**config.mk**
```make
export PLATFORM = sky130hd
export DESIGN_NAME = fuzzy_speed_controller
export DESIGN_NICKNAME = d
export VERILOG_FILES = /design/src/hdl/fsc_pkg.sv /design/src/hdl/fsc_div.sv /design/src/hdl/fuzzy_speed_controller.sv
export SDC_FILE = /design/constraint.sdc
export NUM_CORES = 1
export LEC_CHECK = 0
export ABC_AREA = 1
export BUFFER_PORTS_ARGS = -buffer_cell sky130_fd_sc_hd__buf_2
export CORE_MARGIN = 4
export CORE_UTILIZATION = 53
export CTS_CLUSTER_DIAMETER = 60
export DETAILED_ROUTE_END_ITERATION = 6
export HOLD_SLACK_MARGIN = 0.12
export PLACE_DENSITY = 0.69
export SLEW_MARGIN = 20
export SYNTH_ARGS = -nofsm -noshare
export SYNTH_HDL_FRONTEND = slang
export SYNTH_HIERARCHICAL = 1
export SYNTH_SLANG_ARGS = --single-unit
```
**constraint.sdc**
```tcl
create_clock -name clk -period 21.4 [get_ports clk]
set_clock_uncertainty 0.1 [all_clocks]
set_input_delay 0 -clock clk [delete_from_list [all_inputs] [get_ports clk]]
set_output_delay 0 -clock clk [all_outputs]
set_load 0.02 [all_outputs]
```
**src/hdl/fsc_pkg.sv**
```systemverilog
// ----------------------------------------------------------------------------
// fsc_pkg
// Shared constants, types and tables for the fuzzy speed controller.
// ----------------------------------------------------------------------------
package fsc_pkg;

    localparam int CurveLo    = 100;
    localparam int CurveHi    = 250;
    localparam int BlankMax   = 50;
    localparam int RowBase    = 144;
    localparam int WeightFull = 100;
    localparam int PointStep  = 16;

    localparam int NumW   = 18;   // sum of four 7x9-bit products
    localparam int DenW   = 9;    // sum of four weights
    localparam int SpeedW = 9;

    typedef logic [2:0] label_t;
    typedef logic [6:0] weight_t;

    typedef struct packed {
        logic [2:0] seg;
        weight_t    low_w;
    } member_t;

    typedef struct packed {
        logic [NumW-1:0] num;
        logic [DenW-1:0] den;
    } div_in_t;

    // Triangular membership over seven points 16 apart.
    function automatic member_t membership(logic [6:0] x);
        member_t    res;
        logic [7:0] xs;
        logic [2:0] n;
        logic [3:0] r;
        logic [10:0] prod;
        xs   = {1'b0, x} + 8'(PointStep - 1);
        n    = xs[6:4];
        r    = 4'({n, 4'b0000} - x);
        prod = 11'(r) * 11'(WeightFull);
        if (x == 7'd0) begin
            res.seg   = 3'd1;
            res.low_w = weight_t'(WeightFull);
        end else if (x >= 7'(6 * PointStep)) begin
            res.seg   = 3'd6;
            res.low_w = '0;
        end else begin
            res.seg   = n;
            res.low_w = prod[10:4];
        end
        return res;
    endfunction

    // Output label of the 7x7 rule table.
    function automatic label_t rule_label(logic [2:0] row, logic [2:0] col);
        logic [20:0] line;
        case (row)
            3'd0: line = {3'd1, 3'd1, 3'd2, 3'd3, 3'd4, 3'd5, 3'd6};
            3'd1: line = {3'd1, 3'd1, 3'd2, 3'd3, 3'd4, 3'd5, 3'd5};
            3'd2: line = {3'd0, 3'd1, 3'd1, 3'd2, 3'd3, 3'd4, 3'd4};
            3'd3: line = {3'd0, 3'd1, 3'd1, 3'd2, 3'd3, 3'd3, 3'd3};
            3'd4: line = {3'd0, 3'd0, 3'd1, 3'd1, 3'd2, 3'd2, 3'd2};
            3'd5: line = {3'd0, 3'd0, 3'd0, 3'd1, 3'd1, 3'd1, 3'd2};
            3'd6: line = {3'd0, 3'd0, 3'd0, 3'd0, 3'd0, 3'd1, 3'd1};
            default: line = '0;
        endcase
        case (col)
            3'd0: return line[2:0];
            3'd1: return line[5:3];
            3'd2: return line[8:6];
            3'd3: return line[11:9];
            3'd4: return line[14:12];
            3'd5: return line[17:15];
            3'd6: return line[20:18];
            default: return '0;
        endcase
    endfunction

    // Singleton speed level of a label in one of four tables.
    function automatic logic [8:0] speed_level(logic [1:0] sel, label_t lab);
        logic [62:0] row;
        case (sel)
            2'd0: row = {9'd380, 9'd350, 9'd295, 9'd275, 9'd270, 9'd260, 9'd250};
            2'd1: row = {9'd400, 9'd360, 9'd300, 9'd290, 9'd275, 9'd270, 9'd260};
            2'd2: row = {9'd430, 9'd380, 9'd310, 9'd300, 9'd285, 9'd275, 9'd265};
            default: row = {9'd440, 9'd390, 9'd320, 9'd305, 9'd285, 9'd275, 9'd270};
        endcase
        case (lab)
            3'd1: return row[17:9];
            3'd2: return row[26:18];
            3'd3: return row[35:27];
            3'd4: return row[44:36];
            3'd5: return row[53:45];
            3'd6: return row[62:54];
            default: return row[8:0];   // label 0, and 7 wraps to 0
        endcase
    endfunction

endpackage

```
**src/hdl/fsc_div.sv**
```systemverilog
// ----------------------------------------------------------------------------
// fsc_div
// Three-stage pipelined restoring divider, three quotient bits per stage.
// ----------------------------------------------------------------------------
module fsc_div
(
    input  logic                        clk,
    input  logic                        rst_n,
    input  logic                        in_valid,
    input  fsc_pkg::div_in_t            in_data,
    output logic                        out_valid,
    output logic [fsc_pkg::SpeedW-1:0]  quotient
);

    localparam int Stages = 3;
    localparam int Bits   = 3;

    typedef struct packed {
        logic [fsc_pkg::DenW-1:0] rem;
        logic [fsc_pkg::DenW-1:0] q3;
    } step_t;

    // Retire three quotient bits; rem stays below den.
    function automatic step_t div_step(logic [8:0] rem_in, logic [2:0] bits,
                                       logic [8:0] den);
        step_t      res;
        logic [9:0] t;
        logic [8:0] r;
        r      = rem_in;
        res.q3 = '0;
        for (int i = Bits - 1; i >= 0; i--) begin
            t = {r, bits[i]};
            if (t >= {1'b0, den}) begin
                t = t - {1'b0, den};
                res.q3[i] = 1'b1;
            end
            r = t[8:0];
        end
        res.rem = r;
        return res;
    endfunction

    logic                        valid_reg [Stages];
    logic [fsc_pkg::DenW-1:0]    rem_reg   [Stages];
    logic [fsc_pkg::NumW-1:0]    num_reg   [Stages];
    logic [fsc_pkg::DenW-1:0]    den_reg   [Stages];
    logic [fsc_pkg::SpeedW-1:0]  q_reg     [Stages];

    genvar s;
    generate
        for (s = 0; s < Stages; s++) begin : g_stage
            logic                       valid_src;
            logic [fsc_pkg::DenW-1:0]   rem_src;
            logic [fsc_pkg::NumW-1:0]   num_src;
            logic [fsc_pkg::DenW-1:0]   den_src;
            logic [fsc_pkg::SpeedW-1:0] q_src;
            logic [fsc_pkg::SpeedW-1:0] q_next;
            step_t                      st;

            if (s == 0) begin : g_first
                assign valid_src = in_valid;
                assign rem_src   = in_data.num[17:9];
                assign num_src   = in_data.num;
                assign den_src   = in_data.den;
                assign q_src     = '0;
            end else begin : g_rest
                assign valid_src = valid_reg[s-1];
                assign rem_src   = rem_reg[s-1];
                assign num_src   = num_reg[s-1];
                assign den_src   = den_reg[s-1];
                assign q_src     = q_reg[s-1];
            end

            always_comb
            begin
                st     = div_step(rem_src, num_src[8-Bits*s -: Bits], den_src);
                q_next = q_src;
                q_next[8-Bits*s -: Bits] = st.q3[Bits-1:0];
            end

            always_ff @(posedge clk or negedge rst_n)
            begin
                if (!rst_n) begin
                    valid_reg[s] <= 1'b0;
                end else begin
                    valid_reg[s] <= valid_src;
                end
            end

            always_ff @(posedge clk)
            begin
                rem_reg[s] <= st.rem;
                num_reg[s] <= num_src;
                den_reg[s] <= den_src;
                q_reg[s]   <= q_next;
            end
        end
    endgenerate

    // Zero total strength answers zero.
    assign out_valid = valid_reg[Stages-1];
    assign quotient  = (den_reg[Stages-1] == '0) ? '0 : q_reg[Stages-1];

    a_valid_delay: assert property (@(posedge clk) disable iff (!rst_n)
        out_valid |-> $past(in_valid, Stages))
        else $error("divider valid does not match input three cycles earlier");

    a_rem_bound: assert property (@(posedge clk) disable iff (!rst_n)
        (valid_reg[0] && den_reg[0] != '0) |-> (rem_reg[0] < den_reg[0]))
        else $error("partial remainder not below divisor");

    a_zero_den: assert property (@(posedge clk) disable iff (!rst_n)
        (out_valid && den_reg[Stages-1] == '0) |-> (quotient == '0))
        else $error("zero divisor must give zero quotient");

endmodule

```
**src/hdl/fuzzy_speed_controller.sv**
```systemverilog
// ----------------------------------------------------------------------------
// fuzzy_speed_controller
// Throughput: one item per cycle; busy stays low, every start is taken.
// Depth is set by the scaling, membership, rule, product, sum stages and the
// three divider stages. Results cannot be held off by the receiver.
// Reset clears all valid bits and sets the table select to 0.
// ----------------------------------------------------------------------------
module fuzzy_speed_controller
(
    input  logic               clk,
    input  logic               rst_n,
    // item channel
    input  logic               start,
    output logic               busy,
    input  logic signed [15:0] curve_measure,
    input  logic [7:0]         row_count,
    // result
    output logic               done,
    output logic [8:0]         speed,
    // configuration: level table select
    input  logic               cfg_valid,
    output logic               cfg_ready,
    input  logic [1:0]         cfg_data
);

    // The pipeline never stalls, so both ports always accept.
    assign busy      = 1'b0;
    assign cfg_ready = 1'b1;

    logic [1:0] table_sel_reg;

    always_ff @(posedge clk or negedge rst_n)
    begin
        if (!rst_n) begin
            table_sel_reg <= '0;
        end else if (cfg_valid && cfg_ready) begin
            table_sel_reg <= cfg_data;
        end
    end

    // ------------------------------------------------------------------
    // Stage 1: clamp and scale both inputs to 0..100.
    // p = floor(2x/3) with x = c - 100 in 0..150, done as 2x*683 >> 11.
    // ------------------------------------------------------------------
    logic        v1_reg;
    logic [6:0]  p1_reg, p1_next;
    logic [6:0]  d1_reg, d1_next;
    logic [7:0]  x_off;
    logic [15:0] c_diff;
    logic [18:0] p_prod;
    logic [7:0]  blank;

    always_comb
    begin
        c_diff = 16'(curve_measure - 16'sd100);
        if (curve_measure < 16'(fsc_pkg::CurveLo)) begin
            x_off = '0;
        end else if (curve_measure > 16'(fsc_pkg::CurveHi)) begin
            x_off = 8'(fsc_pkg::CurveHi - fsc_pkg::CurveLo);
        end else begin
            x_off = c_diff[7:0];
        end
        p_prod  = 19'({x_off, 1'b0}) * 19'd683;
        p1_next = p_prod[17:11];

        if (row_count >= 8'(fsc_pkg::RowBase)) begin
            blank = '0;
        end else begin
            blank = 8'(fsc_pkg::RowBase) - row_count;
        end
        if (blank > 8'(fsc_pkg::BlankMax)) begin
            blank = 8'(fsc_pkg::BlankMax);
        end
        d1_next = {blank[5:0], 1'b0};
    end

    // ------------------------------------------------------------------
    // Stage 2: membership of both values and the four rule labels.
    // ------------------------------------------------------------------
    logic                    v2_reg;
    fsc_pkg::member_t        pm, dm;
    fsc_pkg::weight_t        pf0_reg, pf1_reg, df0_reg, df1_reg;
    fsc_pkg::label_t         lab2_reg  [4];
    fsc_pkg::label_t         lab2_next [4];

    always_comb
    begin
        pm = fsc_pkg::membership(p1_reg);
        dm = fsc_pkg::membership(d1_reg);
        lab2_next[0] = fsc_pkg::rule_label(pm.seg - 3'd1, dm.seg - 3'd1);
        lab2_next[1] = fsc_pkg::rule_label(pm.seg,        dm.seg - 3'd1);
        lab2_next[2] = fsc_pkg::rule_label(pm.seg - 3'd1, dm.seg);
        lab2_next[3] = fsc_pkg::rule_label(pm.seg,        dm.seg);
    end

    // ------------------------------------------------------------------
    // Stage 3: min strengths, then drop the weaker of rules that share
    // a label. Pairs go in order, each seeing the earlier drops; on a tie
    // drop the earlier rule.
    // ------------------------------------------------------------------
    logic             v3_reg;
    fsc_pkg::weight_t w3_reg  [4];
    fsc_pkg::weight_t w3_next [4];
    fsc_pkg::label_t  lab3_reg [4];

    always_comb
    begin
        w3_next[0] = (pf0_reg <= df0_reg) ? pf0_reg : df0_reg;
        w3_next[1] = (pf1_reg <= df0_reg) ? pf1_reg : df0_reg;
        w3_next[2] = (pf0_reg <= df1_reg) ? pf0_reg : df1_reg;
        w3_next[3] = (pf1_reg <= df1_reg) ? pf1_reg : df1_reg;
        for (int a = 0; a < 3; a++) begin
            for (int b = a + 1; b < 4; b++) begin
                if (lab2_reg[a] == lab2_reg[b]) begin
                    if (w3_next[a] > w3_next[b]) begin
                        w3_next[b] = '0;
                    end else begin
                        w3_next[a] = '0;
                    end
                end
            end
        end
    end

    // ------------------------------------------------------------------
    // Stage 4: weight times singleton level.
    // ------------------------------------------------------------------
    logic             v4_reg;
    logic [15:0]      prod4_reg  [4];
    logic [15:0]      prod4_next [4];
    fsc_pkg::weight_t w4_reg     [4];

    always_comb
    begin
        for (int i = 0; i < 4; i++) begin
            prod4_next[i] = 16'(w3_reg[i]) *
                            16'(fsc_pkg::speed_level(table_sel_reg, lab3_reg[i]));
        end
    end

    // ------------------------------------------------------------------
    // Stage 5: numerator and denominator sums.
    // ------------------------------------------------------------------
    logic             v5_reg;
    fsc_pkg::div_in_t sum5_reg, sum5_next;

    always_comb
    begin
        sum5_next.num = fsc_pkg::NumW'(prod4_reg[0]) + fsc_pkg::NumW'(prod4_reg[1])
                      + fsc_pkg::NumW'(prod4_reg[2]) + fsc_pkg::NumW'(prod4_reg[3]);
        sum5_next.den = fsc_pkg::DenW'(w4_reg[0]) + fsc_pkg::DenW'(w4_reg[1])
                      + fsc_pkg::DenW'(w4_reg[2]) + fsc_pkg::DenW'(w4_reg[3]);
    end

    // Valid bits advance with the data every cycle.
    always_ff @(posedge clk or negedge rst_n)
    begin
        if (!rst_n) begin
            v1_reg <= 1'b0;
            v2_reg <= 1'b0;
            v3_reg <= 1'b0;
            v4_reg <= 1'b0;
            v5_reg <= 1'b0;
        end else begin
            v1_reg <= start && !busy;
            v2_reg <= v1_reg;
            v3_reg <= v2_reg;
            v4_reg <= v3_reg;
            v5_reg <= v4_reg;
        end
    end

    // Payload registers need no reset.
    always_ff @(posedge clk)
    begin
        p1_reg   <= p1_next;
        d1_reg   <= d1_next;
        pf0_reg  <= pm.low_w;
        pf1_reg  <= fsc_pkg::weight_t'(fsc_pkg::WeightFull) - pm.low_w;
        df0_reg  <= dm.low_w;
        df1_reg  <= fsc_pkg::weight_t'(fsc_pkg::WeightFull) - dm.low_w;
        lab2_reg <= lab2_next;
        w3_reg   <= w3_next;
        lab3_reg <= lab2_reg;
        prod4_reg <= prod4_next;
        w4_reg   <= w3_reg;
        sum5_reg <= sum5_next;
    end

    // ------------------------------------------------------------------
    // Stages 6..8: truncating division; its last register drives the
    // result ports.
    // ------------------------------------------------------------------
    fsc_div u_div
    (
        .clk       (clk),
        .rst_n     (rst_n),
        .in_valid  (v5_reg),
        .in_data   (sum5_reg),
        .out_valid (done),
        .quotient  (speed)
    );

    // The average of singleton levels stays inside the level range.
    a_speed_range: assert property (@(posedge clk) disable iff (!rst_n)
        done |-> (speed >= 9'd250 && speed <= 9'd440))
        else $error("speed outside the singleton level range");

    a_latency: assert property (@(posedge clk) disable iff (!rst_n)
        done |-> $past(start, 8))
        else $error("result without a start eight cycles earlier");

    a_never_busy: assert property (@(posedge clk) disable iff (!rst_n)
        !busy)
        else $error("busy raised on a pipeline that never stalls");

endmodule

```
==> results of run 1 <==
-- final cells by class --
type | count | area share (%)
Clock inverter | 21 | 1.04
Antenna cell | 2 | 0.0167
Inverter | 615 | 7.71
Timing Repair Buffer | 78 | 1.94
Tap cell | 680 | 2.84
Clock buffer | 49 | 3.58
Sequential cell | 292 | 19.7
Multi-Input combinational cell | 2562 | 63.2
-- path summary, 6_finish.rpt --
| check | from | endpoint | slack, ps | cells after the start |
|---|---|---|---|---|
| min in group asynchronous | rst_n | v3_reg | 510 | 3 |
| min reg2reg | u_div/q_reg[0][9] | u_div/q_reg[0][18] | 220 | 0 |
| max in group asynchronous | rst_n | table_sel_reg[0] | 20230 | 3 |
| min | u_div/q_reg[0][9] | u_div/q_reg[0][18] | 220 | 0 |
| max | df0_reg[5] | w3_reg[7] | 13140 | 50 |
| max reg2reg | df0_reg[5] | w3_reg[7] | 13140 | 50 |
-- layer usage --
metal | part of all wire [%] | routed length [microns]
met1 | 45 | 29200
met2 | 47 | 30700
met3 | 5.0 | 3280
met4 | 3.4 | 2250
met5 | 0 | 0
-- per-stage QoR --
| step | instance area [sq um] | hold WS (ps) | setup slack (ps) |
|---|---|---|---|
| finish | 30000 | 219 | 13140 |
| detailed placement | 28200 | -173 | 13260 |
| global route | 30000 | 225 | 12270 |
| global placement | 28200 | -179 | 13490 |
| floorplan | 27400 | -396 | 14260 |
| CTS | 30000 | 213 | 13180 |
-- cell usage in the layout, fill, tap and decap left out, types with 42 or more instances in the layout --
| cell type | n |
|---|---|
| dfxtp_1 | 282 |
| nand3_1 | 115 |
| xnor2_1 | 56 |
| o21ai_0 | 110 |
| a21oi_1 | 192 |
| nor2_1 | 306 |
| nand2_1 | 745 |
| fa_1 | 206 |
| ha_1 | 385 |
| inv_1 | 604 |
| xor2_1 | 104 |
| nor3_1 | 42 |
-- cell families after synthesis --
family | after synthesis
AND/OR/NAND/NOR | 1330
buffers and inverters | 659
adder cells (fa/ha/maj) | 591
AO/OA/AOI/OAI | 479
flip-flops | 292
XOR/XNOR | 160
other | 2
==> qor.yml, run 1 <==
setup_path:
  crit_slowest_cell: "a21oi_1"
  crit_type: "flop to flop"
  end_kind: "flop"
  worstPathRequired_ps: 21730
  start_kind: "flop"
  arrival_ps: 8600
  critPathTopFamily: "compound AO/OA/AOI/OAI gates"
  max_stage_delay_ps: 500
  crit_top_cell: "nand2_1"
  worst-path-buf-inv: 6
  critPathMaxFanout: 14
finish:
  finalNonFillerCells: 4299
  nets: 4209
  drive_gt1_share_pct: 6.47
  multi_input_area_sq_um: 18900
  n_fill_cell: 4720
  area_growth_pct: 9.40
  regArea_sq_um: 5900
  largest_reg_flops: 64
  fin_util_pct: 58.5
yosys:
  yosys.area_share.simple_pct: 20.8
  ys.flop_type: "dfxtp_1"
  syn_nets: 4134
  synth_edf_count: 0
  synth.most_common_cell: "nand2_1"
  synthArstFlopShare_pct: 3.42
  synth_xor_area_share_pct: 5.12
  seq_area_frac_synth_pct: 21.5
  syn_area_per_cell_sq_um: 7.80
  ys_seq_elements: 292
  synthAdderAreaFrac_pct: 32.6
  synth_area_sq_um: 27400
  ys_types: 66
  yosys-top-cells-area: "dfxtp_1, ha_1, fa_1, nand2_1, inv_1"
  synth.top_cells.by_count: "nand2_1, inv_1, ha_1, nor2_1, dfxtp_1"
  ys_warn_count: 6
  synth_top_family_by_area: "adder cells"
  synth_top_area_share_pct: 20.6
  synth_compound_area_share_pct: 10.5
  synthMuxAreaShare_pct: 0
  yosys.area.top_type: "dfxtp_1"
  synthCells: 3513
placement:
  numPortBuffers: 39
  place_hpwl_microns: 53500
  gp_congestion: 0.924
  dp_cells: 4190
routing:
  postRouteAntennaNets: 0
  drc: 0
  avgViaCountPerCell: 5.19
  drtIter0Drc: 1500
  routed_wl_microns: 65400
  wire_per_inst_microns: 15.2
  via_count: 22300
  drt_pass1_iterations: 6
sta:
  min_period_ps: 8260
  tightest_slew_ps: 1010
  relSlewSlack_pct: 31.8
  finalSetupViolations: 0
  finalCritPeriodShare_pct: 38.6
  hold_viol: 0
  rsz0062_at_grt: "false"
  setup_tns_ps: 0
  fmax_mhz: 121
  slew_viol_final: 0
worst_hold_path:
  hp-class: "flop to flop"
clock_network:
  clk_pin_slew_ps: 60
  holdBufCountCts: 37
  htree_num_levels: 2
  cts_tree: "done"
  clockBufferDepth: 3
  cts-resized-gates: 0
  clock_latency_ps: 570
  clock_sinks: 292
  cts_buffers: 39
  root_buffer: "clkbuf_16"
  postCtsSetupBuffers: 0
die:
  rows: 83
  dieWidth_microns: 235
  start_util_pct: 53.5
  pin_count: 42
  die_h_microns: 235
  coreArea_sq_um: 51200
  die_area_sq_um: 55400
global_route:
  grt_start_max_net_pins: 27
  grt_util_met3_pct: 3.22
  antenna_found_initial: 6
  grt_pass1_wl_microns: 110000
  grt-ovfl-total: 0
  grt_pass1_vias: 22000
  grt_util_met1_pct: 31.6
  grtUsageMet2_pct: 40.5
  grt.busiest_layer: "met2"
  grt_usage_pct: 23.8
job:
  maxCapViolCount: 0
run_status:
  outcome: "completed"
Power of run 1 is not shown: default switching activity piles up to over one toggle a cycle in this logic, so the estimate is an artifact.
==> run 2, diff against run 1 <==
--- a/config.mk
+++ b/config.mk
@@ -12,7 +12,7 @@
 export CTS_CLUSTER_DIAMETER = 60
 export DETAILED_ROUTE_END_ITERATION = 6
 export HOLD_SLACK_MARGIN = 0.12
-export PLACE_DENSITY = 0.69
+export PLACE_DENSITY = 0.72
 export SLEW_MARGIN = 20
 export SYNTH_ARGS = -nofsm -noshare
 export SYNTH_HDL_FRONTEND = slang
==> constraint.sdc (replaced) <==
create_clock -name clk -period 7.55 [get_ports clk]
set_clock_uncertainty 0.1 [all_clocks]
set_input_delay 0 -clock clk [delete_from_list [all_inputs] [get_ports clk]]
set_output_delay 0 -clock clk [all_outputs]
set_load 0.02 [all_outputs]
==> qor.yml, run 2 (synthesis results as in run 1) <==
sta:
  hold_viol: 0
  timing.hold.ws_ps: 199
  setup_ws_ps: 337
  relSlewSlack_pct: 32.9
  fmax_mhz: 139
  min_period_ps: 7210
  finalCritPeriodShare_pct: 95.5
  finalSetupViolations: 0
  slew_viol_final: 0
  tightest_slew_ps: 1010
setup_path:
  critPathMaxFanout: 14
  timing.rr.start: "df0_reg[5]"
  worstPathRequired_ps: 7950
  crit_top_cell: "nand2_1"
  arrival_ps: 7610
  cp-startpoint: "df0_reg[5]"
  crit_type: "flop to flop"
  start_kind: "flop"
  end_kind: "flop"
  crit_slowest_cell: "dfxtp_2"
  max_stage_delay_ps: 350
routing:
  postRouteAntennaNets: 0
  routed_wl_microns: 65700
  avgViaCountPerCell: 5.21
  drt_pass1_iterations: 6
  drc: 0
  drtIter0Drc: 1457
  wire_per_inst_microns: 15.2
  via_count: 22600
worst_hold_path:
  hp-class: "input pin to flop"
  min_from: "curve_measure[1]"
clock_network:
  clockBufferDepth: 3
  clk_pin_slew_ps: 60
  root_buffer: "clkbuf_16"
  cts_buffers: 37
  htree_num_levels: 2
  clock_latency_ps: 570
  clock_sinks: 292
  cts_tree: "done"
job:
  maxCapViolCount: 0
finish:
  design_area_sq_um: 30500
  area_growth_pct: 11.5
  nets: 4241
  antennaDiodeCount: 0
  final_cell_mix: "nand2_1, inv_1, ha_1"
  largest_reg_flops: 64
  final_common_cell: "nand2_1"
  drive_gt1_share_pct: 9.45
  n_fill_cell: 4530
placement:
  dp_slack_ps: -2.75
  gp_congestion: 0.941
  place_hpwl_microns: 53200
  numPortBuffers: 39
  postPlaceCellArea_sq_um: 28300
global_route:
  grt-ovfl-total: 0
  grt_start_max_net_pins: 27
  grt_pass1_wl_microns: 108000
  grt_usage_pct: 23.4
  grt_pass1_vias: 22100
  antenna_found_initial: 2
die:
  pin_count: 42
  die_area_sq_um: 55400
  dieWidth_microns: 235
  coreArea_sq_um: 51200
  die_h_microns: 235
  start_util_pct: 53.5
  rows: 83
run_status:
  outcome: "completed"
-- run 2: cell types whose count changed in the layout (fill, tap and decap cells not counted), sizes merged, moves of 2 or more --
cell    delta
diode      -2
bufinv     -3
buf       +33
inv        -2
clkinv     +6
clkbuf     -4
-- run 2: final cells by class --
type                       count  area [sq um]  area share (%)
clock inverter                23           244           0.799
sequential                   292          5900            19.3
inverter                     615          2310            7.57
tap                          680           851            2.79
clock buffer                  45          1020            3.33
timing repair buffer         111           832            2.72
multi-input combinational   2563         19400            63.5
-- run 2: final timing paths --
| path | end | slack, ps | depth (start not counted) |
|---|---|---|---|
| setup reg to reg | w3_reg[0] | 340 | 53 |
| max in group asynchronous | table_sel_reg[1] | 6440 | 3 |
| hold reg to reg | u_div/q_reg[0][9] | 220 | 0 |
| hold / removal | p1_reg[3] | 200 | 7 |
| setup / recovery | w3_reg[0] | 340 | 53 |
| min in group asynchronous | v1_reg | 470 | 3 |
-- run 2: critical path, delay by kind of cell, from the launching register on --
kind | cells | cell delay, ps
DFF | 1 | 350
AOI/OAI and AO/OA | 13 | 1610
adders and majority gates | 6 | 1620
and+or+nand+nor | 24 | 2420
buffers and inverters | 10 | 1000
-- run 2: layer usage --
metal / vias up / routed length [microns] / global-route usage [%]
met2: 543 / 30600 / 39.1
met4: 0 / 2980 / 9.65
met1: 10500 / 28800 / 30.4
met5: - / 0 / 0
met3: 152 / 3370 / 3.78
li1: 11400 / - / -
-- run 2: what timing repair did --
| action | in CTS | in global routing |
|---|---|---|
| setup buffers | 0 | 16 |
| pin swaps | 0 | 20 |
| endpoints found under the hold margin | 21 | 0 |
| gates cloned | 0 | 1 |
| hold buffers | 37 | 0 |
| resized for setup | 2 | 107 |
| setup endpoints to repair | 8 | 14 |
-- run 2: stage by stage --
stage | std cells | utilization (%) | TNS (ps)
after floorplan | 3513 | - | 0
after global placement | 4207 | 55.3 | 0
after detailed placement | 4207 | 55.3 | -4.50
after CTS | 4312 | 58.5 | 0
after global routing | 4329 | 59.7 | -1060
final | 4329 | 59.7 | 0
Power of run 2 is left out for the same reason.
